**config.mk**
```make
export PLATFORM = sky130hd
export DESIGN_NAME = counting_semaphore_task_queue_unit
export DESIGN_NICKNAME = d
export VERILOG_FILES = /design/src/csq_pkg.sv /design/src/csq_ram.sv /design/src/csq_engine.sv /design/src/counting_semaphore_task_queue_unit.sv
export SDC_FILE = /design/constraint.sdc
export NUM_CORES = 1
export LEC_CHECK = 0
export ABC_AREA = 1
export BUFFER_PORTS_ARGS = -buffer_cell sky130_fd_sc_hd__buf_2
export CAP_MARGIN = 5
export CORE_MARGIN = 5
export CORE_UTILIZATION = 45
export DETAILED_ROUTE_END_ITERATION = 7
export MAX_ROUTING_LAYER = met4
export PLACE_DENSITY = 0.59
export SYNTH_ARGS = -nofsm -noshare
export SYNTH_HDL_FRONTEND = slang
export SYNTH_HIERARCHICAL = 1
export SYNTH_SLANG_ARGS = --single-unit
```
**constraint.sdc**
```tcl
create_clock -name clk -period 8.8 [get_ports clk]
set_clock_uncertainty 0.2 [all_clocks]
set_input_delay 0.44 -clock clk [delete_from_list [all_inputs] [get_ports clk]]
set_output_delay 0.44 -clock clk [all_outputs]
set_load 0.01 [all_outputs]
```
**src/csq_pkg.sv**
```systemverilog
`timescale 1ns / 1ps
// ----------------------------------------------------------------------------
// Semaphore and task-queue package
// Shared sizes, operation and status codes, state encoding and the record
// types that pass between the queue engine and the stream wrapper.
// ----------------------------------------------------------------------------
package csq_pkg;

	localparam int NUM_TASKS  = 16;
	localparam int NUM_SEMS   = 8;
	localparam int LINK_DEPTH = NUM_TASKS + 1;
	localparam int TID_W      = $clog2(NUM_TASKS + 1);
	localparam int STEP_W     = $clog2(NUM_TASKS + 1);
	localparam int SEM_AW     = (NUM_SEMS > 1) ? $clog2(NUM_SEMS) : 1;
	localparam int CNT_W      = 8;
	localparam int SEM_W      = CNT_W + TID_W;

	// Fixed field widths at the ports.
	localparam int OP_W       = 3;
	localparam int SEL_W      = 3;
	localparam int STAT_W     = 2;
	localparam int ID_W       = 5;
	localparam int ICNT_W     = 4;
	localparam int S_TDATA_W  = 8;
	localparam int M_TDATA_W  = 24;

	localparam logic [ICNT_W-1:0] ICNT_RESET = ICNT_W'(1);
	localparam logic [TID_W-1:0]  NO_TASK    = '0;
	localparam logic [TID_W-1:0]  FIRST_TASK = TID_W'(1);

	localparam logic signed [CNT_W-1:0] CNT_MIN = {1'b1, {(CNT_W-1){1'b0}}};
	localparam logic signed [CNT_W-1:0] CNT_MAX = {1'b0, {(CNT_W-1){1'b1}}};
	localparam logic signed [CNT_W-1:0] CNT_ONE = CNT_W'(1);

	typedef enum logic [OP_W-1:0] {
		OP_INIT   = 3'd0,
		OP_CREATE = 3'd1,
		OP_START  = 3'd2,
		OP_WAIT   = 3'd3,
		OP_SIGNAL = 3'd4
	} csq_op_t;

	typedef enum logic [STAT_W-1:0] {
		STAT_OK       = 2'd0,
		STAT_NO_SLOT  = 2'd1,
		STAT_DEADLOCK = 2'd2
	} csq_status_t;

	typedef enum logic [3:0] {
		S_IDLE,
		S_INIT,
		S_SCAN,
		S_APP_CHK,
		S_APP_STEP,
		S_APP_TAIL,
		S_POP_RD,
		S_POP_WT,
		S_SEM_RD,
		S_SEM_UPD,
		S_WPOP_RD,
		S_WPOP_WT,
		S_SEM_WB,
		S_DONE
	} csq_state_t;

	typedef struct packed {
		logic                    valid;
		csq_op_t                 op;
		logic [SEL_W-1:0]        sem;
	} csq_req_t;

	typedef struct packed {
		csq_status_t             status;
		logic [ID_W-1:0]         task_id;
		logic                    blocked;
		logic [ID_W-1:0]         woken_task;
		logic signed [CNT_W-1:0] sem_value;
	} csq_result_t;

	typedef struct packed {
		logic signed [CNT_W-1:0] cnt;
		logic [TID_W-1:0]        whead;
	} csq_sem_t;

	// A task id beyond the table reads as no task.
	function automatic logic [TID_W-1:0] safe_id(input logic [TID_W-1:0] t);
		return (32'(t) <= NUM_TASKS) ? t : NO_TASK;
	endfunction

	function automatic logic [ID_W-1:0] out_id(input logic [TID_W-1:0] t);
		return ID_W'(t);
	endfunction

endpackage

```
**src/csq_ram.sv**
```systemverilog
`timescale 1ns / 1ps
// ----------------------------------------------------------------------------
// Generic simple dual-port RAM
// One write port and one read port, read data registered.
// ----------------------------------------------------------------------------
module csq_ram #(
	parameter int WIDTH = 8,
	parameter int DEPTH = 16,
	localparam int AW = (DEPTH > 1) ? $clog2(DEPTH) : 1
) (
	input  logic             clk,
	input  logic             we,
	input  logic [AW-1:0]    waddr,
	input  logic [WIDTH-1:0] wdata,
	input  logic [AW-1:0]    raddr,
	output logic [WIDTH-1:0] rdata
);

	logic [WIDTH-1:0] mem_q [DEPTH];
	logic [WIDTH-1:0] rdata_q;

	always_ff @(posedge clk) begin
		if (we) begin
			mem_q[waddr] <= wdata;
		end
		rdata_q <= mem_q[raddr];
	end

	assign rdata = rdata_q;

endmodule

```
**src/csq_engine.sv**
```systemverilog
`timescale 1ns / 1ps
// ----------------------------------------------------------------------------
// Semaphore and task-queue engine
// Sequencer that reads, updates and writes back the link table and the
// semaphore table, walking lists to their tails for appends.
// ----------------------------------------------------------------------------
module csq_engine (
	input  logic                       clk,
	input  logic                       arst_n,
	input  csq_pkg::csq_req_t          req,
	output logic                       idle,
	input  logic [csq_pkg::ICNT_W-1:0] init_cnt,
	output logic                       res_valid,
	input  logic                       res_ready,
	output csq_pkg::csq_result_t       res
);
	import csq_pkg::*;

	csq_state_t state_q, state_d;

	// Control state.
	logic [TID_W-1:0]      ready_head_q;
	logic [TID_W-1:0]      current_q;
	logic [LINK_DEPTH-1:0] used_q;
	logic [LINK_DEPTH-1:0] link_vld_q;
	logic [NUM_SEMS-1:0]   sem_vld_q;
	logic [ICNT_W-1:0]     init_cnt_q;

	// Working registers.
	csq_op_t                 op_q;
	logic [SEL_W-1:0]        sem_q;
	logic [TID_W-1:0]        scan_q;
	logic [STEP_W-1:0]       steps_q;
	logic [TID_W-1:0]        p_q;
	logic [TID_W-1:0]        app_tid_q;
	logic                    app_to_wait_q;
	logic signed [CNT_W-1:0] cnt_q;
	logic [TID_W-1:0]        whead_q;
	logic [TID_W-1:0]        pop_t_q;
	logic [TID_W-1:0]        woken_q;
	csq_status_t             status_q;
	logic [TID_W-1:0]        tid_q;
	logic                    blocked_q;
	logic                    link_vld_s1;
	logic                    sem_vld_s1;

	// Memory ports.
	logic              link_we;
	logic [TID_W-1:0]  link_waddr;
	logic [TID_W-1:0]  link_wdata;
	logic [TID_W-1:0]  link_raddr;
	logic [TID_W-1:0]  link_rdata;
	logic              sem_we;
	logic [SEM_AW-1:0] sem_addr;
	logic [SEM_W-1:0]  sem_rdata;

	// Helpers.
	logic [TID_W-1:0]        app_head;
	logic [TID_W-1:0]        app_p;
	logic [TID_W-1:0]        link_rd;
	logic [TID_W-1:0]        link_nxt;
	logic                    walk_more;
	logic [TID_W-1:0]        pop_t;
	csq_sem_t                sem_rd;
	csq_sem_t                sem_dflt;
	logic signed [CNT_W-1:0] ncnt;
	logic                    wake;
	logic                    req_sem_ok;
	csq_state_t              app_cont;
	csq_state_t              pop_cont;

	assign sem_addr = SEM_AW'(sem_q);

	csq_ram #(.WIDTH(TID_W), .DEPTH(LINK_DEPTH)) u_link_ram (
		.clk   (clk),
		.we    (link_we),
		.waddr (link_waddr),
		.wdata (link_wdata),
		.raddr (link_raddr),
		.rdata (link_rdata)
	);

	csq_ram #(.WIDTH(SEM_W), .DEPTH(NUM_SEMS)) u_sem_ram (
		.clk   (clk),
		.we    (sem_we),
		.waddr (sem_addr),
		.wdata ({cnt_q, whead_q}),
		.raddr (sem_addr),
		.rdata (sem_rdata)
	);

	always_comb begin
		app_head   = app_to_wait_q ? whead_q : ready_head_q;
		app_p      = safe_id(app_head);
		link_rd    = link_vld_s1 ? link_rdata : NO_TASK;
		link_nxt   = safe_id(link_rd);
		walk_more  = (link_nxt != NO_TASK) && (32'(steps_q) < NUM_TASKS);
		pop_t      = safe_id(ready_head_q);
		req_sem_ok = 32'(req.sem) < NUM_SEMS;
		sem_dflt.cnt   = $signed({{(CNT_W-ICNT_W){1'b0}}, init_cnt_q});
		sem_dflt.whead = NO_TASK;
		sem_rd = sem_vld_s1 ? csq_sem_t'(sem_rdata) : sem_dflt;
		if (op_q == OP_WAIT) begin
			ncnt = (sem_rd.cnt != CNT_MIN) ? sem_rd.cnt - CNT_ONE : sem_rd.cnt;
		end else begin
			ncnt = (sem_rd.cnt != CNT_MAX) ? sem_rd.cnt + CNT_ONE : sem_rd.cnt;
		end
		wake = (ncnt[CNT_W-1] || (ncnt == '0)) && (safe_id(sem_rd.whead) != NO_TASK);
		case (op_q)
			OP_WAIT:   app_cont = S_POP_RD;
			OP_SIGNAL: app_cont = S_SEM_WB;
			default:   app_cont = S_DONE;
		endcase
		pop_cont = (op_q == OP_WAIT) ? S_SEM_WB : S_DONE;
	end

	// Next state.
	always_comb begin
		state_d = state_q;
		unique case (state_q)
			S_IDLE: begin
				if (req.valid) begin
					unique case (req.op)
						OP_INIT:   state_d = S_INIT;
						OP_CREATE: state_d = S_SCAN;
						OP_START:  state_d = S_POP_RD;
						OP_WAIT, OP_SIGNAL: state_d = req_sem_ok ? S_SEM_RD : S_DONE;
						default:   state_d = S_DONE;
					endcase
				end
			end
			S_INIT: state_d = S_DONE;
			S_SCAN: begin
				if (!used_q[scan_q]) begin
					state_d = S_APP_CHK;
				end else if (32'(scan_q) == NUM_TASKS) begin
					state_d = S_DONE;
				end
			end
			S_APP_CHK: begin
				if ((app_tid_q == NO_TASK) || (app_p == NO_TASK)) begin
					state_d = app_cont;
				end else begin
					state_d = S_APP_STEP;
				end
			end
			S_APP_STEP: state_d = walk_more ? S_APP_STEP : S_APP_TAIL;
			S_APP_TAIL: state_d = app_cont;
			S_POP_RD:   state_d = (pop_t == NO_TASK) ? pop_cont : S_POP_WT;
			S_POP_WT:   state_d = pop_cont;
			S_SEM_RD:   state_d = S_SEM_UPD;
			S_SEM_UPD: begin
				if (op_q == OP_WAIT) begin
					state_d = ncnt[CNT_W-1] ? S_APP_CHK : S_SEM_WB;
				end else begin
					state_d = wake ? S_WPOP_RD : S_SEM_WB;
				end
			end
			S_WPOP_RD: state_d = S_WPOP_WT;
			S_WPOP_WT: state_d = S_APP_CHK;
			S_SEM_WB:  state_d = S_DONE;
			S_DONE:    state_d = res_ready ? S_IDLE : S_DONE;
			default:   state_d = S_IDLE;
		endcase
	end

	// Memory controls and handshake outputs.
	always_comb begin
		link_we    = 1'b0;
		link_waddr = p_q;
		link_wdata = NO_TASK;
		link_raddr = p_q;
		sem_we     = 1'b0;
		unique case (state_q)
			S_APP_CHK: begin
				if ((app_tid_q != NO_TASK) && (app_p == NO_TASK)) begin
					link_we    = 1'b1;
					link_waddr = app_tid_q;
				end else begin
					link_raddr = app_p;
				end
			end
			S_APP_STEP: begin
				if (walk_more) begin
					link_raddr = link_nxt;
				end else begin
					link_we    = 1'b1;
					link_wdata = app_tid_q;
				end
			end
			S_APP_TAIL: begin
				link_we    = 1'b1;
				link_waddr = app_tid_q;
			end
			S_POP_RD:  link_raddr = pop_t;
			S_WPOP_RD: link_raddr = whead_q;
			S_SEM_WB:  sem_we = 1'b1;
			default: begin
			end
		endcase
		idle      = (state_q == S_IDLE);
		res_valid = (state_q == S_DONE);
	end

	assign res.status     = status_q;
	assign res.task_id    = out_id(tid_q);
	assign res.blocked    = blocked_q;
	assign res.woken_task = out_id(woken_q);
	assign res.sem_value  = cnt_q;

	always_ff @(posedge clk or negedge arst_n) begin
		if (!arst_n) begin
			state_q      <= S_IDLE;
			ready_head_q <= NO_TASK;
			current_q    <= NO_TASK;
			used_q       <= '0;
			link_vld_q   <= '0;
			sem_vld_q    <= '0;
			init_cnt_q   <= ICNT_RESET;
		end else begin
			state_q <= state_d;
			if (link_we) begin
				link_vld_q[link_waddr] <= 1'b1;
			end
			if (sem_we) begin
				sem_vld_q[sem_addr] <= 1'b1;
			end
			unique case (state_q)
				S_INIT: begin
					ready_head_q <= NO_TASK;
					current_q    <= NO_TASK;
					used_q       <= '0;
					link_vld_q   <= '0;
					sem_vld_q    <= '0;
					init_cnt_q   <= init_cnt;
				end
				S_SCAN: begin
					if (!used_q[scan_q]) begin
						used_q[scan_q] <= 1'b1;
					end
				end
				S_APP_CHK: begin
					if ((app_tid_q != NO_TASK) && (app_p == NO_TASK) && !app_to_wait_q) begin
						ready_head_q <= app_tid_q;
					end
				end
				S_POP_RD: begin
					if (pop_t == NO_TASK) begin
						current_q <= NO_TASK;
					end
				end
				S_POP_WT: begin
					ready_head_q <= link_nxt;
					current_q    <= pop_t_q;
				end
				default: begin
				end
			endcase
		end
	end

	always_ff @(posedge clk) begin
		link_vld_s1 <= link_vld_q[link_raddr];
		sem_vld_s1  <= sem_vld_q[sem_addr];
		unique case (state_q)
			S_IDLE: begin
				if (req.valid) begin
					op_q      <= req.op;
					sem_q     <= req.sem;
					scan_q    <= FIRST_TASK;
					status_q  <= STAT_OK;
					tid_q     <= NO_TASK;
					blocked_q <= 1'b0;
					woken_q   <= NO_TASK;
					cnt_q     <= '0;
				end
			end
			S_SCAN: begin
				if (!used_q[scan_q]) begin
					tid_q         <= scan_q;
					app_tid_q     <= scan_q;
					app_to_wait_q <= 1'b0;
				end else if (32'(scan_q) == NUM_TASKS) begin
					status_q <= STAT_NO_SLOT;
				end else begin
					scan_q <= scan_q + FIRST_TASK;
				end
			end
			S_APP_CHK: begin
				p_q     <= app_p;
				steps_q <= '0;
				if ((app_tid_q != NO_TASK) && (app_p == NO_TASK) && app_to_wait_q) begin
					whead_q <= app_tid_q;
				end
			end
			S_APP_STEP: begin
				if (walk_more) begin
					p_q     <= link_nxt;
					steps_q <= steps_q + STEP_W'(1);
				end
			end
			S_POP_RD: begin
				pop_t_q <= pop_t;
				if (pop_t == NO_TASK) begin
					status_q <= STAT_DEADLOCK;
					tid_q    <= NO_TASK;
				end
			end
			S_POP_WT: tid_q <= pop_t_q;
			S_SEM_UPD: begin
				cnt_q   <= ncnt;
				whead_q <= sem_rd.whead;
				if (op_q == OP_WAIT) begin
					if (ncnt[CNT_W-1]) begin
						blocked_q     <= 1'b1;
						app_tid_q     <= safe_id(current_q);
						app_to_wait_q <= 1'b1;
					end else begin
						tid_q <= current_q;
					end
				end
			end
			S_WPOP_RD: woken_q <= whead_q;
			S_WPOP_WT: begin
				whead_q       <= link_nxt;
				app_tid_q     <= woken_q;
				app_to_wait_q <= 1'b0;
			end
			default: begin
			end
		endcase
	end

`ifndef ASSERT_OFF
	a_ready_head_safe: assert property (@(posedge clk) disable iff (!arst_n)
		32'(ready_head_q) <= NUM_TASKS)
		else $error("ready list head outside the task table");

	a_init_clears: assert property (@(posedge clk) disable iff (!arst_n)
		(state_q == S_INIT) |=> (ready_head_q == NO_TASK && current_q == NO_TASK
			&& used_q == '0 && link_vld_q == '0))
		else $error("init left list state behind");

	a_link_write_safe: assert property (@(posedge clk) disable iff (!arst_n)
		link_we |-> (32'(link_waddr) <= NUM_TASKS && 32'(link_wdata) <= NUM_TASKS))
		else $error("link table written with an id outside the table");

	a_walk_bounded: assert property (@(posedge clk) disable iff (!arst_n)
		(state_q == S_APP_STEP) |-> (32'(steps_q) <= NUM_TASKS))
		else $error("list walk exceeded its step limit");

	a_result_held: assert property (@(posedge clk) disable iff (!arst_n)
		(res_valid && !res_ready) |=> (res_valid && $stable(res)))
		else $error("finished result dropped before transfer");
`endif

endmodule

```
**src/counting_semaphore_task_queue_unit.sv**
```systemverilog
`timescale 1ns / 1ps
// ----------------------------------------------------------------------------
// Counting semaphore and task-queue unit
// Stream front end for the semaphore engine: input transfer, result register
// and the initial count register.
// ----------------------------------------------------------------------------
// One operation is handled at a time; the sequencer waits on the registered
// reads of the link and semaphore memories. Init clears the tables at once
// by their valid bits, so there is no clearing pass. Create scans for the
// lowest free slot, then walks the ready list and links the new task at its
// tail. P and V take longer when a task is queued or woken: one list walk
// and one pop. The next operation may be transferred as soon as the
// previous result has been handed to the result register, so a waiting
// result does not hold up the input side.
// ----------------------------------------------------------------------------
module counting_semaphore_task_queue_unit (
	input  logic                          clk,
	input  logic                          arst_n,
	// Input operations.
	input  logic                          s_tvalid,
	output logic                          s_tready,
	input  logic [csq_pkg::S_TDATA_W-1:0] s_tdata,  // [2:0] sem_index, rest zero
	input  logic [csq_pkg::OP_W-1:0]      s_tuser,  // [2:0] operation
	// Results.
	output logic                          m_tvalid,
	input  logic                          m_tready,
	output logic [csq_pkg::M_TDATA_W-1:0] m_tdata,  // [1:0] status, [6:2] task_id,
	                                                // [7] blocked, [12:8] woken_task,
	                                                // [20:13] sem_value, rest zero
	// Initial count register.
	input  logic                          cfg_we,
	input  logic [csq_pkg::ICNT_W-1:0]    cfg_wdata
);
	import csq_pkg::*;

	logic [ICNT_W-1:0] init_cnt_q;
	csq_req_t          req;
	logic              eng_idle;
	logic              res_valid;
	logic              res_ready;
	csq_result_t       res;
	logic              m_tvalid_q;
	csq_result_t       out_q;

	// The count register is written straight from the port; init samples it.
	always_ff @(posedge clk or negedge arst_n) begin
		if (!arst_n) begin
			init_cnt_q <= ICNT_RESET;
		end else if (cfg_we) begin
			init_cnt_q <= cfg_wdata;
		end
	end

	// The engine takes a new operation whenever it is idle.
	assign s_tready  = eng_idle;
	assign req.valid = s_tvalid && eng_idle;
	assign req.op    = csq_op_t'(s_tuser);
	assign req.sem   = s_tdata[SEL_W-1:0];

	csq_engine u_engine (
		.clk       (clk),
		.arst_n    (arst_n),
		.req       (req),
		.idle      (eng_idle),
		.init_cnt  (init_cnt_q),
		.res_valid (res_valid),
		.res_ready (res_ready),
		.res       (res)
	);

	// The result register loads when it is empty or its contents are being
	// transferred in the same cycle.
	assign res_ready = !m_tvalid_q || m_tready;

	always_ff @(posedge clk or negedge arst_n) begin
		if (!arst_n) begin
			m_tvalid_q <= 1'b0;
		end else if (res_ready) begin
			m_tvalid_q <= res_valid;
		end
	end

	always_ff @(posedge clk) begin
		if (res_ready && res_valid) begin
			out_q <= res;
		end
	end

	assign m_tvalid = m_tvalid_q;
	assign m_tdata  = {
		{(M_TDATA_W - STAT_W - 2*ID_W - 1 - CNT_W){1'b0}},
		out_q.sem_value,
		out_q.woken_task,
		out_q.blocked,
		out_q.task_id,
		out_q.status
	};

endmodule
```
==> impl_summary.log, run 1 <==
[metrics] number of buffer and inverter instances along the worst setup path: 3
[metrics] CP Launch Point: u_engine/sem_vld_s1
[metrics] final number of setup-violating endpoints: 0
[metrics] DRC violation count after routing: 0
[metrics] Worst R2R Path Depth: 11
[metrics] Post-Synthesis Cell Area: around 0.017 mm^2
[metrics] Area contributors post-synth: sky130_fd_sc_hd__edfxtp_1 (48%), sky130_fd_sc_hd__nand2_1 (11%), sky130_fd_sc_hd__dfrtp_1 (9.5%)
[metrics] Seq/Total Area, Yosys: 0.6059
[metrics] wire length reported by the detailed router: between 30000 and 40000 um
[metrics] area share of the largest cell type after synthesis: 0.4839
[metrics] routability cong.: 0.8893
[metrics] kind of capture point of the worst setup path: register
[metrics] Post-CTS Repair Setup Buffers: 0
[metrics] cell family with the largest share of critical-path delay: compound AO/OA/AOI/OAI gates
[metrics] Horiz. Die Dim: ~200 um
[metrics] leading cell type by number of instances after synthesis: sky130_fd_sc_hd__nand2_1
[metrics] combinational cell fraction of total power: 0.337
[metrics] final core utilization: 0.5092
[metrics] peak supply drop: 362.7 uV
[metrics] number of synthesized flops with an enable pin: 268
[metrics] TritonCTS clock tree: done
[metrics] max-cap check violation count: 0
[metrics] main combinational cell family by area after synthesis: simple AND/OR/NAND/NOR gates
[metrics] slew margin rel.: 0.2192
[metrics] top cell type by total area after synthesis: sky130_fd_sc_hd__edfxtp_1
[metrics] most instantiated flip-flop cell in the synthesis netlist: sky130_fd_sc_hd__edfxtp_1
[metrics] CTS root buf: sky130_fd_sc_hd__clkbuf_16
[metrics] met2 track demand over resource: 0.3129
[metrics] Boundary Pins: 46
[metrics] later-pin clock latency in the skew report: 540 ps
[metrics] reg-to-reg critical path endpoint: u_engine/app_tid_q[4]
[metrics] Inserted Diodes: 0
[metrics] post-detail-place hpwl: between 20000 and 30000 um
[metrics] vias post-DR: 11990
[metrics] detailed-route wire length per cell: roughly 17 um
[metrics] unrepaired setup endpoints after global routing: false
[metrics] maximum achievable frequency: 259.2 MHz
[metrics] area of the die: 0.04091 mm^2
[metrics] global route overflow: 0
[metrics] arrival time worst endpoint: 3820 ps
[metrics] fraction of final layout cells with drive strength greater than 1: 0.1104
[metrics] switching power of the nets: 2.247 mW
[metrics] number of max-slew violations in the final report: 0
[metrics] H-Tree Depth: 2
[metrics] capture point of the worst path: u_engine/app_tid_q[4]
[metrics] cell repeated most along the worst path: sky130_fd_sc_hd__inv_1
[metrics] TritonCTS Sinks: 353
[metrics] setup ws final: 4942 ps
[metrics] Antenna Nets Post-Route: 0
[metrics] share of synthesized cell area in and, or, nand and nor gates: 0.2313
[metrics] largest stage delay on the critical path: 850 ps
[metrics] critical path data required time: ~8800 ps
[metrics] cell internal pwr: approximately 3.7 mW
[metrics] ratio of total power to cell area: approximately 320 mW/mm^2
[metrics] run status: finished, final reports clean
[metrics] total number of nets in the final design: 1817
[metrics] Clock Power Share: 0.275
[metrics] Layout area overhead: 11.82%
[metrics] maximum count of clock buffers along a single path: 3
[metrics] cell count after synthesis: 1733
[metrics] vias in the first global route: 11380
[metrics] first-pass iteration count of the detailed router: 5
[metrics] leakage power of the design: 7.902 nW
[metrics] R2R setup slack: between 4000 and 5000 ps
[metrics] met1 routing resource usage after global routing: 0.2703
[metrics] adder and majority cell fraction of the synthesized area: 0.005266
[metrics] gr usage total: 0.1983
[metrics] initial antenna violation count: 0
[metrics] clock transition at the registers of the reported paths: 60 ps
[metrics] gr busiest metal: met2
[metrics] parity-gate share of the synthesized area counting xor and xnor cells: 0.004213
[metrics] worst reg2reg startpoint: u_engine/sem_vld_s1
[metrics] Post-synth top cells: sky130_fd_sc_hd__nand2_1 (466), sky130_fd_sc_hd__edfxtp_1 (268), sky130_fd_sc_hd__inv_1 (249), sky130_fd_sc_hd__nand3_1 (189), sky130_fd_sc_hd__nor2_1 (110)
[metrics] share of synthesized area spent on multiplexers: 0
[metrics] worst slack after detailed placement: 4986 ps
[metrics] Initial DRC Count: 948
[metrics] PnR Total Power: 5.987 mW
[metrics] share of synthesized registers carrying an async set or reset: 0.1841
[metrics] Port-buffer cells: 37
[metrics] starting utilization of the core area: 0.4554
[metrics] maximum number of pins on one net before global-route repair: 66
[metrics] Hold Crit Class: in -> reg
[metrics] quantity of gates resized following cts: 0
[metrics] Switching Share: 0.3753
[metrics] ratio of final minimum period to clock period: 0.4384
[metrics] number of synthesized register bits: 353
[metrics] average footprint of a synthesized cell: 9.597 um^2
[metrics] post-route setup TNS: 0 ps
[metrics] final hold violation count: 0
[metrics] critical path, cell by cell: nand2_1 > o21ai_1 > inv_1 > ha_1 > inv_1 > nor2_1 > nand2_1 > inv_1 > o21ai_0 > o21ai_2 > a221oi_1
[metrics] Slew @ Worst Pin: 1167 ps
[metrics] minimum period implied by the final worst setup slack: 3858 ps
[metrics] Worst path depth: 11
[metrics] Die H: 202.3 um
[metrics] cell with the largest stage delay on the worst path: sky130_fd_sc_hd__a221oi_1
[metrics] grt met3 use: 0.03433
[metrics] vias per inst: 5.241
[metrics] Synth Warn #: 6
[metrics] number of buffers inserted during clock tree synthesis: 38
[metrics] path type of the worst setup path: reg -> reg
[metrics] Synth cell types: between 60 and 70
[metrics] fraction of the mapped netlist area in compound gates: 0.06515
[metrics] floorplan core area: 0.03652 mm^2
[metrics] share of total power in sequential cells: 0.387
[metrics] Critical Path Fanout Max: 16
[metrics] row count: 70
[metrics] first-pass GRT wire length: 62650 um
[metrics] CP Launch Type: register
-- per-stage QoR --
step           cell area [um^2]  hold slack [ps]  cells
2_1_floorplan             16640           -55.59   1735
5_1_grt                   18600            16.59   2288
3_3_place_gp              17130            205.3   2201
4_1_cts                   18600            3.092   2288
6_report                  18600            12.00   2288
3_5_place_dp              17130            204.5   2201
-- power groups by stage --
stage | clock network (mW) | registers (mW) | logic, mW
final | 1.65 | 2.32 | 2.02
after global routing | 1.77 | 2.35 | 2.27
after CTS | 1.69 | 2.32 | 2.02
after detailed placement | 0 | 2.35 | 2.00
after global placement | 0 | 2.35 | 1.99
after floorplan | 0 | 2.28 | 1.59
-- logic make-up after synthesis --
| family | Yosys count |
|---|---|
| xor gates and xnor gates | 8 |
| buffers and inverters | 324 |
| other | 1 |
| and+or+nand+nor | 863 |
| DFF | 353 |
| AOI/OAI and AO/OA | 177 |
| adders and majority gates | 7 |
-- per-layer routing --
| layer | vias up | wire length, um |
|---|---|---|
| met5 | - | 0 |
| met4 | 0 | 801 |
| met3 | 65 | 2441 |
| met2 | 319 | 18720 |
| met1 | 5775 | 17820 |
| li1 | 5832 | - |
-- how the worst min path moves through the flow --
| stage | slack (ps) | start | cells after the start | end |
|---|---|---|---|---|
| 2_1_floorplan | -60 | arst_n | 0 | init_cnt_q[1] |
| 6_report | 10 | cfg_we | 2 | init_cnt_q[3] |
| 5_1_grt | 20 | cfg_we | 2 | init_cnt_q[3] |
| 3_5_place_dp | 200 | u_engine/blocked_q | 0 | m_tdata[7] |
| 4_1_cts | 3 | cfg_we | 2 | init_cnt_q[3] |
| 3_3_place_gp | 210 | u_engine/blocked_q | 0 | m_tdata[7] |
-- final cells by class --
cell class	count	area (um^2)
Timing Repair Buffer	71	483.0
Clock buffer	54	1105
Sequential cell	353	10080
Inverter	268	1028
Clock inverter	16	195.2
Tap cell	468	585.6
Fill cell	3362	17920
Multi-Input combinational cell	1058	5124
-- cells in the final DEF (no fill, tap or decap), types with 13 or more instances in the layout --
cell	Yosys	final
sky130_fd_sc_hd__inv_1	249	249
sky130_fd_sc_hd__dfxtp_1	20	20
sky130_fd_sc_hd__dlygate4sd3_1	0	17
sky130_fd_sc_hd__nand3_1	189	189
sky130_fd_sc_hd__buf_4	15	17
sky130_fd_sc_hd__nor3_1	13	13
sky130_fd_sc_hd__edfxtp_1	268	268
sky130_fd_sc_hd__a21oi_1	74	73
sky130_fd_sc_hd__buf_2	10	37
sky130_fd_sc_hd__nor2_2	9	14
sky130_fd_sc_hd__nand2_1	466	466
sky130_fd_sc_hd__nand4_1	15	15
sky130_fd_sc_hd__nor2_1	110	104
sky130_fd_sc_hd__dfrtp_1	63	63
sky130_fd_sc_hd__o21ai_0	45	45
sky130_fd_sc_hd__clkbuf_16	0	41
sky130_fd_sc_hd__nand2_2	24	24
-- state kept, by name, indices dropped and copies added (netlist names), 5 cells and up --
name / flops
u_engine/tid_q: 5
u_engine/steps_q: 5
u_engine/scan_q: 5
u_engine/woken_q: 5
u_engine/used_q: 17
u_engine/app_tid_q: 5
u_engine/pop_t_q: 5
m_tdata: 21
u_engine/ready_head_q: 5
u_engine/link_vld_q: 17
u_engine/current_q: 5
u_engine/u_link_ram/mem_q: 85
u_engine/u_link_ram/rdata: 5
u_engine/cnt_q: 8
u_engine/p_q: 5
u_engine/whead_q: 5
u_engine/sem_vld_q: 8
u_engine/u_sem_ram/mem_q: 104
u_engine/u_sem_ram/rdata: 13
-- what timing repair did --
item | in CTS | in global routing
endpoints found under the hold margin | 74 | 0
hold buffers | 17 | 0
endpoints found under the setup margin | 0 | 0
No activity file was read; power rests on OpenSTA's default activity.
==> run 2, diff against run 1 <==
- clock period: 8.8 -> 3.9 ns (I/O delays scaled with it)
==> run 2 against run 1 <==
- combinational power increased by 130%
- global-route usage decreased by 0.26 points
- worst setup slack got worse by 4300 ps
- via count unchanged
- sequential share of layout area decreased by 0.42 points
- critical endpoint is now u_engine/u_link_ram/rdata[3]
- largest cell class unchanged
==> impl_summary.log, run 2 (synthesized netlist as in run 1, its figures left out) <==
[metrics] Worst R2R Path Depth: 19 (+8)
[metrics] Hold Crit Class: in -> async
[metrics] Initial DRC Count: 938 (-1.1%)
[metrics] global route overflow: 0 (unchanged)
[metrics] worst slack on hold paths: 75.29 ps (+63.30 ps)
[metrics] unrepaired setup endpoints after global routing: false
[metrics] first-pass iteration count of the detailed router: 6 (+1)
[metrics] arrival time worst endpoint: 3510 ps (-310 ps)
[metrics] Worst path depth: 19 (+8)
[metrics] ratio of final minimum period to clock period: 0.8451 (+0.4067)
[metrics] Die H: 202.3 um (unchanged)
[metrics] post-detail-place hpwl: 27290 um (+3.8%)
[metrics] worst slack after detailed placement: 638.3 ps (-4348 ps)
[metrics] Inserted Diodes: 0 (unchanged)
[metrics] routability cong.: 0.9239 (+3.9%)
[metrics] critical path, cell by cell: inv_1 > nor2_2 > nand2_1 > inv_1 > nand2_1 > nand2_1 > nor2_2 > nand2_4 > nand2_4 > inv_1 > inv_8 > nand2_2 > nand3_1 > nand3_1 > nand2_1 > nand2_1 > nand2_1 > nand2_1 > nand2_1
[metrics] Horiz. Die Dim: 202.3 um (unchanged)
[metrics] Post-CTS Repair Setup Buffers: 0 (unchanged)
[metrics] ratio of total power to cell area: 720.4 mW/mm^2 (+120%)
[metrics] Antenna Nets Post-Route: 0 (unchanged)
[metrics] met2 wirelength from detailed routing: 18900 um (+0.97%)
[metrics] DRC violation count after routing: 0 (unchanged)
[metrics] cell internal pwr: 8.426 mW (+130%)
[metrics] gr usage total: 0.1957 (-0.002584)
[metrics] row count: 70 (unchanged)
[metrics] minimum period implied by the final worst setup slack: 3296 ps (-562.0 ps)
[metrics] quantity of gates resized following cts: 0 (unchanged)
[metrics] maximum count of clock buffers along a single path: 3 (unchanged)
[metrics] peak supply drop: 735.2 uV (+100%)
[metrics] path type of the worst setup path: reg -> reg
[metrics] cell family with the largest share of critical-path delay: simple AND/OR/NAND/NOR gates
[metrics] area of the die: 0.04091 mm^2 (unchanged)
[metrics] cell repeated most along the worst path: sky130_fd_sc_hd__nand2_1
[metrics] final hold violation count: 0 (unchanged)
[metrics] routed length on met3: 2153 um (-12%)
[metrics] starting utilization of the core area: 0.4554 (unchanged)
[metrics] number of buffers inserted during clock tree synthesis: 38 (unchanged)
[metrics] commonest cells after routing, fill and taps aside: sky130_fd_sc_hd__nand2_1 (466), sky130_fd_sc_hd__edfxtp_1 (268), sky130_fd_sc_hd__inv_1 (249), sky130_fd_sc_hd__nand3_1 (189), sky130_fd_sc_hd__nor2_1 (109)
[metrics] H-Tree Depth: 2 (unchanged)
[metrics] CP Launch Type: register
[metrics] first-pass GRT wire length: 62180 um (-0.74%)
[metrics] cell with the largest stage delay on the worst path: sky130_fd_sc_hd__dfrtp_1
[metrics] Critical Path Fanout Max: 40 (+24)
[metrics] register ranked first by flip-flop count: u_engine/u_sem_ram/mem_q
[metrics] combinational cell fraction of total power: 0.345 (+0.008)
[metrics] Port-buffer cells: 37 (unchanged)
[metrics] total number of nets in the final design: 1839 (+1.2%)
[metrics] max-cap check violation count: 0 (unchanged)
[metrics] Slew @ Worst Pin: 1171 ps (+3.662 ps)
[metrics] fraction of final layout cells with drive strength greater than 1: 0.1190 (+0.008518)
[metrics] maximum number of pins on one net before global-route repair: 53 (-20%)
[metrics] leakage power of the design: 8.004 nW (+1.3%)
[metrics] Layout area overhead: 12.68%
[metrics] maximum achievable frequency: 303.4 MHz (+17%)
[metrics] TritonCTS clock tree: done
[metrics] vias per inst: 5.193 (-0.91%)
[metrics] run status: finished, final reports clean
[metrics] critical path data required time: 4110 ps (-4650 ps)
[metrics] DRT met1 WL: 17740 um (-0.42%)
[metrics] Boundary Pins: 46 (unchanged)
[metrics] Clock Power Share: 0.269 (-0.006)
[metrics] vias post-DR: 11990 (unchanged)
[metrics] most common cell after layout, fill and taps aside: sky130_fd_sc_hd__nand2_1
[metrics] number of flip-flops under the largest register name: 104 (unchanged)
[metrics] post-route setup TNS: 0 ps (unchanged)
[metrics] largest stage delay on the critical path: 490 ps (-360 ps)
[metrics] post-cts hold buffer count: 20 (+3)
[metrics] number of buffer and inverter instances along the worst setup path: 4 (+1)
[metrics] share of total power in sequential cells: 0.386 (about the same)
[metrics] floorplan core area: 0.03652 mm^2 (unchanged)
[metrics] Switching Share: 0.3759 (+0.0005955)
[metrics] DR top layer: met4
[metrics] setup ws final: 604.0 ps (-4338 ps)
[metrics] kind of capture point of the worst setup path: register
[metrics] TritonCTS Sinks: 353 (unchanged)
[metrics] initial antenna violation count: 0 (unchanged)
[metrics] clock transition at the registers of the reported paths: 60 ps (about the same)
[metrics] slew margin rel.: 0.2197 (+0.0004320)
[metrics] switching power of the nets: 5.075 mW (+130%)
[metrics] final number of setup-violating endpoints: 0 (unchanged)
[metrics] wire length reported by the detailed router: 39510 um (-0.66%)
[metrics] number of max-slew violations in the final report: 0 (unchanged)
[metrics] CTS root buf: sky130_fd_sc_hd__clkbuf_16
[metrics] detailed-route wire length per cell: 17.11 um (-1.6%)
[metrics] vias in the first global route: 11360 (-0.12%)
[metrics] later-pin clock latency in the skew report: 530 ps (about the same)
-- run 2: cell types whose count changed in the layout (fill, tap and decap cells not counted), moves of 3 or more --
cell,previous run,this run
sky130_fd_sc_hd__clkinv_1,10,4
sky130_fd_sc_hd__nor2_1,104,109
sky130_fd_sc_hd__clkinv_2,3,6
sky130_fd_sc_hd__buf_4,17,35
sky130_fd_sc_hd__dlygate4sd3_1,17,20
sky130_fd_sc_hd__nor2_2,14,9
-- run 2: final timing paths --
kind,from,to,slack (ps)
setup / recovery,u_engine/state_q[1],u_engine/u_link_ram/rdata[3],600
hold / removal,arst_n,u_engine/used_q[11],80
setup reg to reg,u_engine/state_q[1],u_engine/u_link_ram/rdata[3],600
hold reg to reg,u_engine/tid_q[3],m_tdata[5],220
max in group asynchronous,arst_n,u_engine/init_cnt_q[0],2450
min in group clk,s_tvalid,u_engine/blocked_q,110
-- run 2: power groups by stage --
stage / Combinational (mW) / Clock (mW) / Sequential, mW
after floorplan: 3.59 / 0 / 5.14
after global placement: 4.60 / 0 / 5.28
after detailed placement: 4.62 / 0 / 5.29
after CTS: 4.66 / 3.73 / 5.22
after global routing: 5.21 / 3.89 / 5.28
final: 4.65 / 3.63 / 5.22
-- run 2: layer usage --
layer / global-route usage / up-vias
met3: 0.03145 / 60
met5: - / -
met1: 0.2644 / 5734
met4: 0.04583 / 0
met2: 0.3146 / 321
li1: - / 5876
-- run 2: area by class of cell --
type,count,area (um^2)
Clock buffer,57,1136
Clock inverter,12,135.1
Fill cell,3407,17780
Inverter,268,1028
Multi-Input combinational cell,1058,5111
Sequential cell,353,10080
Tap cell,468,585.6
Timing Repair Buffer,93,668.1
-- run 2: worst reg2reg max path, stage by stage, from the launching register on --
cell	delay, ps
sky130_fd_sc_hd__dfrtp_1	490
sky130_fd_sc_hd__inv_1	90
sky130_fd_sc_hd__nor2_2	150
sky130_fd_sc_hd__nand2_1	190
sky130_fd_sc_hd__inv_1	390
sky130_fd_sc_hd__nand2_1	110
sky130_fd_sc_hd__nand2_1	100
sky130_fd_sc_hd__nor2_2	60
sky130_fd_sc_hd__nand2_4	130
sky130_fd_sc_hd__nand2_4	110
sky130_fd_sc_hd__inv_1	330
sky130_fd_sc_hd__inv_8	190
sky130_fd_sc_hd__nand2_2	100
sky130_fd_sc_hd__nand3_1	80
sky130_fd_sc_hd__nand3_1	180
sky130_fd_sc_hd__nand2_1	90
sky130_fd_sc_hd__nand2_1	60
sky130_fd_sc_hd__nand2_1	50
sky130_fd_sc_hd__nand2_1	50
sky130_fd_sc_hd__nand2_1	50
-- run 2: stage by stage --
stage	area (um^2)	utilization	power, mW	std cells
finish	18740	0.5132	13.50	2309
floorplan	16640	-	8.736	1735
CTS	18740	0.5132	13.61	2309
detailed placement	17270	0.4729	9.916	2220
global placement	17270	0.4729	9.883	2220
global route	18740	0.5132	14.37	2309
==> run 3, diff against run 2 <==
- PLACE_DENSITY: 0.59 -> 0.61
- clock period: 3.9 -> 3 ns (I/O delays scaled with it)
==> run 3 against run 2 <==
- flip-flop and latch count unchanged
- worst setup slack got worse by 430 ps
- die area unchanged
- cell count increased by 2.8%
- wire length is 1.3% higher
- core utilization grew 1.2 points
- clock-buffer cell count rose by 4
- non-clock buffer count rose by 64
- largest cell class unchanged
==> impl_summary.log, run 3 (synthesized netlist as in run 1, its figures left out) <==
[metrics] cell with the largest stage delay on the worst path: sky130_fd_sc_hd__dfxtp_2
[metrics] Layout area overhead: 15.38%
[metrics] total number of nets in the final design: 1904 (+3.5%)
[metrics] worst slack after detailed placement: 77.10 ps (-561.2 ps)
[metrics] global route overflow: 0 (unchanged)
[metrics] floorplan core area: 0.03652 mm^2 (unchanged)
[metrics] TritonCTS Sinks: 353 (unchanged)
[metrics] worst reg2reg startpoint: u_engine/sem_vld_s1
[metrics] number of max-slew violations in the final report: 0 (unchanged)
[metrics] Slew @ Worst Pin: 641.2 ps (-529.3 ps)
[metrics] cell internal pwr: 10.98 mW (+30%)
[metrics] first-pass GRT wire length: 62560 um (+0.60%)
[metrics] largest stage delay on the critical path: 380 ps (-110 ps)
[metrics] post-detail-place hpwl: 27410 um (+0.43%)
[metrics] H-Tree Depth: 2 (unchanged)
[metrics] final number of setup-violating endpoints: 0 (unchanged)
[metrics] Horiz. Die Dim: 202.3 um (unchanged)
[metrics] TritonCTS clock tree: done
[metrics] commonest cells after routing, fill and taps aside: sky130_fd_sc_hd__nand2_1 (463), sky130_fd_sc_hd__edfxtp_1 (268), sky130_fd_sc_hd__inv_1 (247), sky130_fd_sc_hd__nand3_1 (189), sky130_fd_sc_hd__nor2_1 (107)
[metrics] vias in the first global route: 11720 (+3.1%)
[metrics] CTS root buf: sky130_fd_sc_hd__clkbuf_16
[metrics] vias per inst: 5.161 (-0.61%)
[metrics] share of total power in sequential cells: 0.382 (-0.004)
[metrics] maximum achievable frequency: 353.9 MHz (+17%)
[metrics] vias post-DR: 12250 (+2.1%)
[metrics] fraction of final layout cells with drive strength greater than 1: 0.1501 (+0.03117)
[metrics] critical path, cell by cell: inv_2 > or2_1 > o21ai_2 > ha_2 > nand2_1 > nor2_2 > nand2_1 > inv_1 > nand3_2 > nand3_1 > o21ai_4 > nor2_1 > nor4_2 > buf_4
[metrics] Inserted Diodes: 0 (unchanged)
[metrics] critical path data required time: 3100 ps (-1010 ps)
[metrics] run status: finished, final reports clean
[metrics] gr usage total: 0.1970 (+0.001341)
[metrics] maximum count of clock buffers along a single path: 3 (unchanged)
[metrics] ratio of final minimum period to clock period: 0.9419 (+0.09678)
[metrics] combinational cell fraction of total power: 0.378 (+0.033)
[metrics] cell repeated most along the worst path: sky130_fd_sc_hd__nand2_1
[metrics] CP Launch Type: register
[metrics] max-cap check violation count: 0 (unchanged)
[metrics] later-pin clock latency in the skew report: 530 ps (about the same)
[metrics] detailed-route wire length per cell: 16.87 um (-1.4%)
[metrics] maximum number of pins on one net before global-route repair: 53 (unchanged)
[metrics] Hold Crit Class: in -> async
[metrics] most common cell after layout, fill and taps aside: sky130_fd_sc_hd__nand2_1
[metrics] Worst R2R Path Depth: 14 (-5)
[metrics] arrival time worst endpoint: 2930 ps (-580 ps)
[metrics] fill cell count: 3283 (-3.6%)
[metrics] ratio of total power to cell area: 920.5 mW/mm^2 (+28%)
[metrics] final hold violation count: 0 (unchanged)
[metrics] number of buffers inserted during clock tree synthesis: 38 (unchanged)
[metrics] register ranked first by flip-flop count: u_engine/u_sem_ram/mem_q
[metrics] clock transition at the registers of the reported paths: 60 ps (about the same)
[metrics] routability cong.: 0.9215 (-0.26%)
[metrics] kind of capture point of the worst setup path: register
[metrics] minimum period implied by the final worst setup slack: 2826 ps (-470.3 ps)
[metrics] initial antenna violation count: 0 (unchanged)
[metrics] Initial DRC Count: 1008 (+7.5%)
[metrics] reg-to-reg critical path endpoint: u_engine/tid_q[0]
[metrics] Port-buffer cells: 37 (unchanged)
[metrics] number of flip-flops under the largest register name: 104 (unchanged)
[metrics] Switching Share: 0.3782 (+0.002291)
[metrics] setup ws final: 174.3 ps (-429.7 ps)
[metrics] Die H: 202.3 um (unchanged)
[metrics] row count: 70 (unchanged)
[metrics] DRC violation count after routing: 0 (unchanged)
[metrics] slew margin rel.: 0.5725 (+0.3528)
[metrics] R2R setup slack: 170 ps (-430 ps)
[metrics] first-pass iteration count of the detailed router: 6 (unchanged)
[metrics] Boundary Pins: 46 (unchanged)
[metrics] wire length reported by the detailed router: 40030 um (+1.3%)
[metrics] starting utilization of the core area: 0.4554 (unchanged)
[metrics] Critical Path Fanout Max: 6 (-85%)
[metrics] leakage power of the design: 8.257 nW (+3.2%)
[metrics] switching power of the nets: 6.680 mW (+32%)
[metrics] path type of the worst setup path: reg -> reg
[metrics] number of buffer and inverter instances along the worst setup path: 3 (-1)
[metrics] post-route setup TNS: 0 ps (unchanged)
[metrics] Clock Power Share: 0.240 (-0.029)
[metrics] cell family with the largest share of critical-path delay: simple AND/OR/NAND/NOR gates
[metrics] Antenna Nets Post-Route: 0 (unchanged)
[metrics] peak supply drop: 540.5 uV (-26%)
[metrics] area of the die: 0.04091 mm^2 (unchanged)
run 3: cell types whose count changed in the layout (fill, tap and decap cells not counted), sizes merged:
| cell | delta |
|---|---|
| buf | +60 |
| bufinv | -3 |
| clkbuf | +6 |
| clkinv | -3 |
| clkinvlp | +2 |
| dlygate4sd3 | +2 |
run 3: worst max-delay path by stage:
stage               slack, ps  cells after the start                          endpoint                    from
finish                    170                     14                 u_engine/tid_q[0]     u_engine/sem_vld_s1
global route               -5                      9                 u_engine/tid_q[1]      u_engine/scan_q[0]
detailed placement         80                     14  u_engine/u_link_ram/mem_q[15][1]  u_engine/app_to_wait_q
floorplan                  90                     13             u_engine/app_tid_q[0]     u_engine/sem_vld_s1
global placement           80                     21      u_engine/u_link_ram/rdata[4]  u_engine/app_to_wait_q
CTS                        60                     20      u_engine/u_link_ram/rdata[4]  u_engine/app_to_wait_q
run 3: area by class of cell:
| cell class | instances | area (um^2) | share of cell area |
|---|---|---|---|
| repair inverters | 1 | 8.758 | 0.0004564 |
| clock buffers | 61 | 1079 | 0.05620 |
| repair buffers | 157 | 1197 | 0.06239 |
| clock inverters | 7 | 35.03 | 0.001826 |
| multi-input cells | 1058 | 5159 | 0.2688 |
| flip-flops and latches | 353 | 10080 | 0.5254 |
| well taps | 468 | 585.6 | 0.03051 |
| inverters | 268 | 1045 | 0.05444 |
run 3: worst min-delay path, stage by stage:
cell	delay (ps)
sky130_fd_sc_hd__dlygate4sd3_1	530
sky130_fd_sc_hd__buf_2	110
sky130_fd_sc_hd__buf_4	430
run 3: metrics by stage:
step	util	power [mW]	instance area [um^2]	hold WS [ps]	std cells
floorplan	-	11.36	16640	-345.6	1735
global placement	0.4836	12.99	17660	-19.80	2272
detailed placement	0.4836	13.06	17660	-6.194	2272
CTS	0.5201	17.37	18990	12.02	2362
global route	0.5255	18.80	19190	95.85	2373
finish	0.5255	17.66	19190	41.62	2373
run 3: repair_timing:
item	in CTS	in global routing
gates resized for setup	0	26
hold buffers	22	0
buffers inserted	0	9
setup endpoints to repair	0	103
endpoints found under the hold margin	77	0
run 3: routing by layer:
metal,GRT usage,wire [um],vias up
met4,0.06693,977,0
li1,-,-,6016
met5,-,0,-
met1,0.2731,18320,5800
met2,0.3013,18430,360
met3,0.02808,2302,72
run 3: power groups by stage:
stage / clock network, mW / registers (mW) / logic [mW]
after floorplan: 0 / 6.68 / 4.67
after detailed placement: 0 / 6.83 / 6.22
final: 4.24 / 6.75 / 6.68
after global routing: 4.55 / 6.82 / 7.43
after CTS: 4.35 / 6.74 / 6.28
after global placement: 0 / 6.81 / 6.17
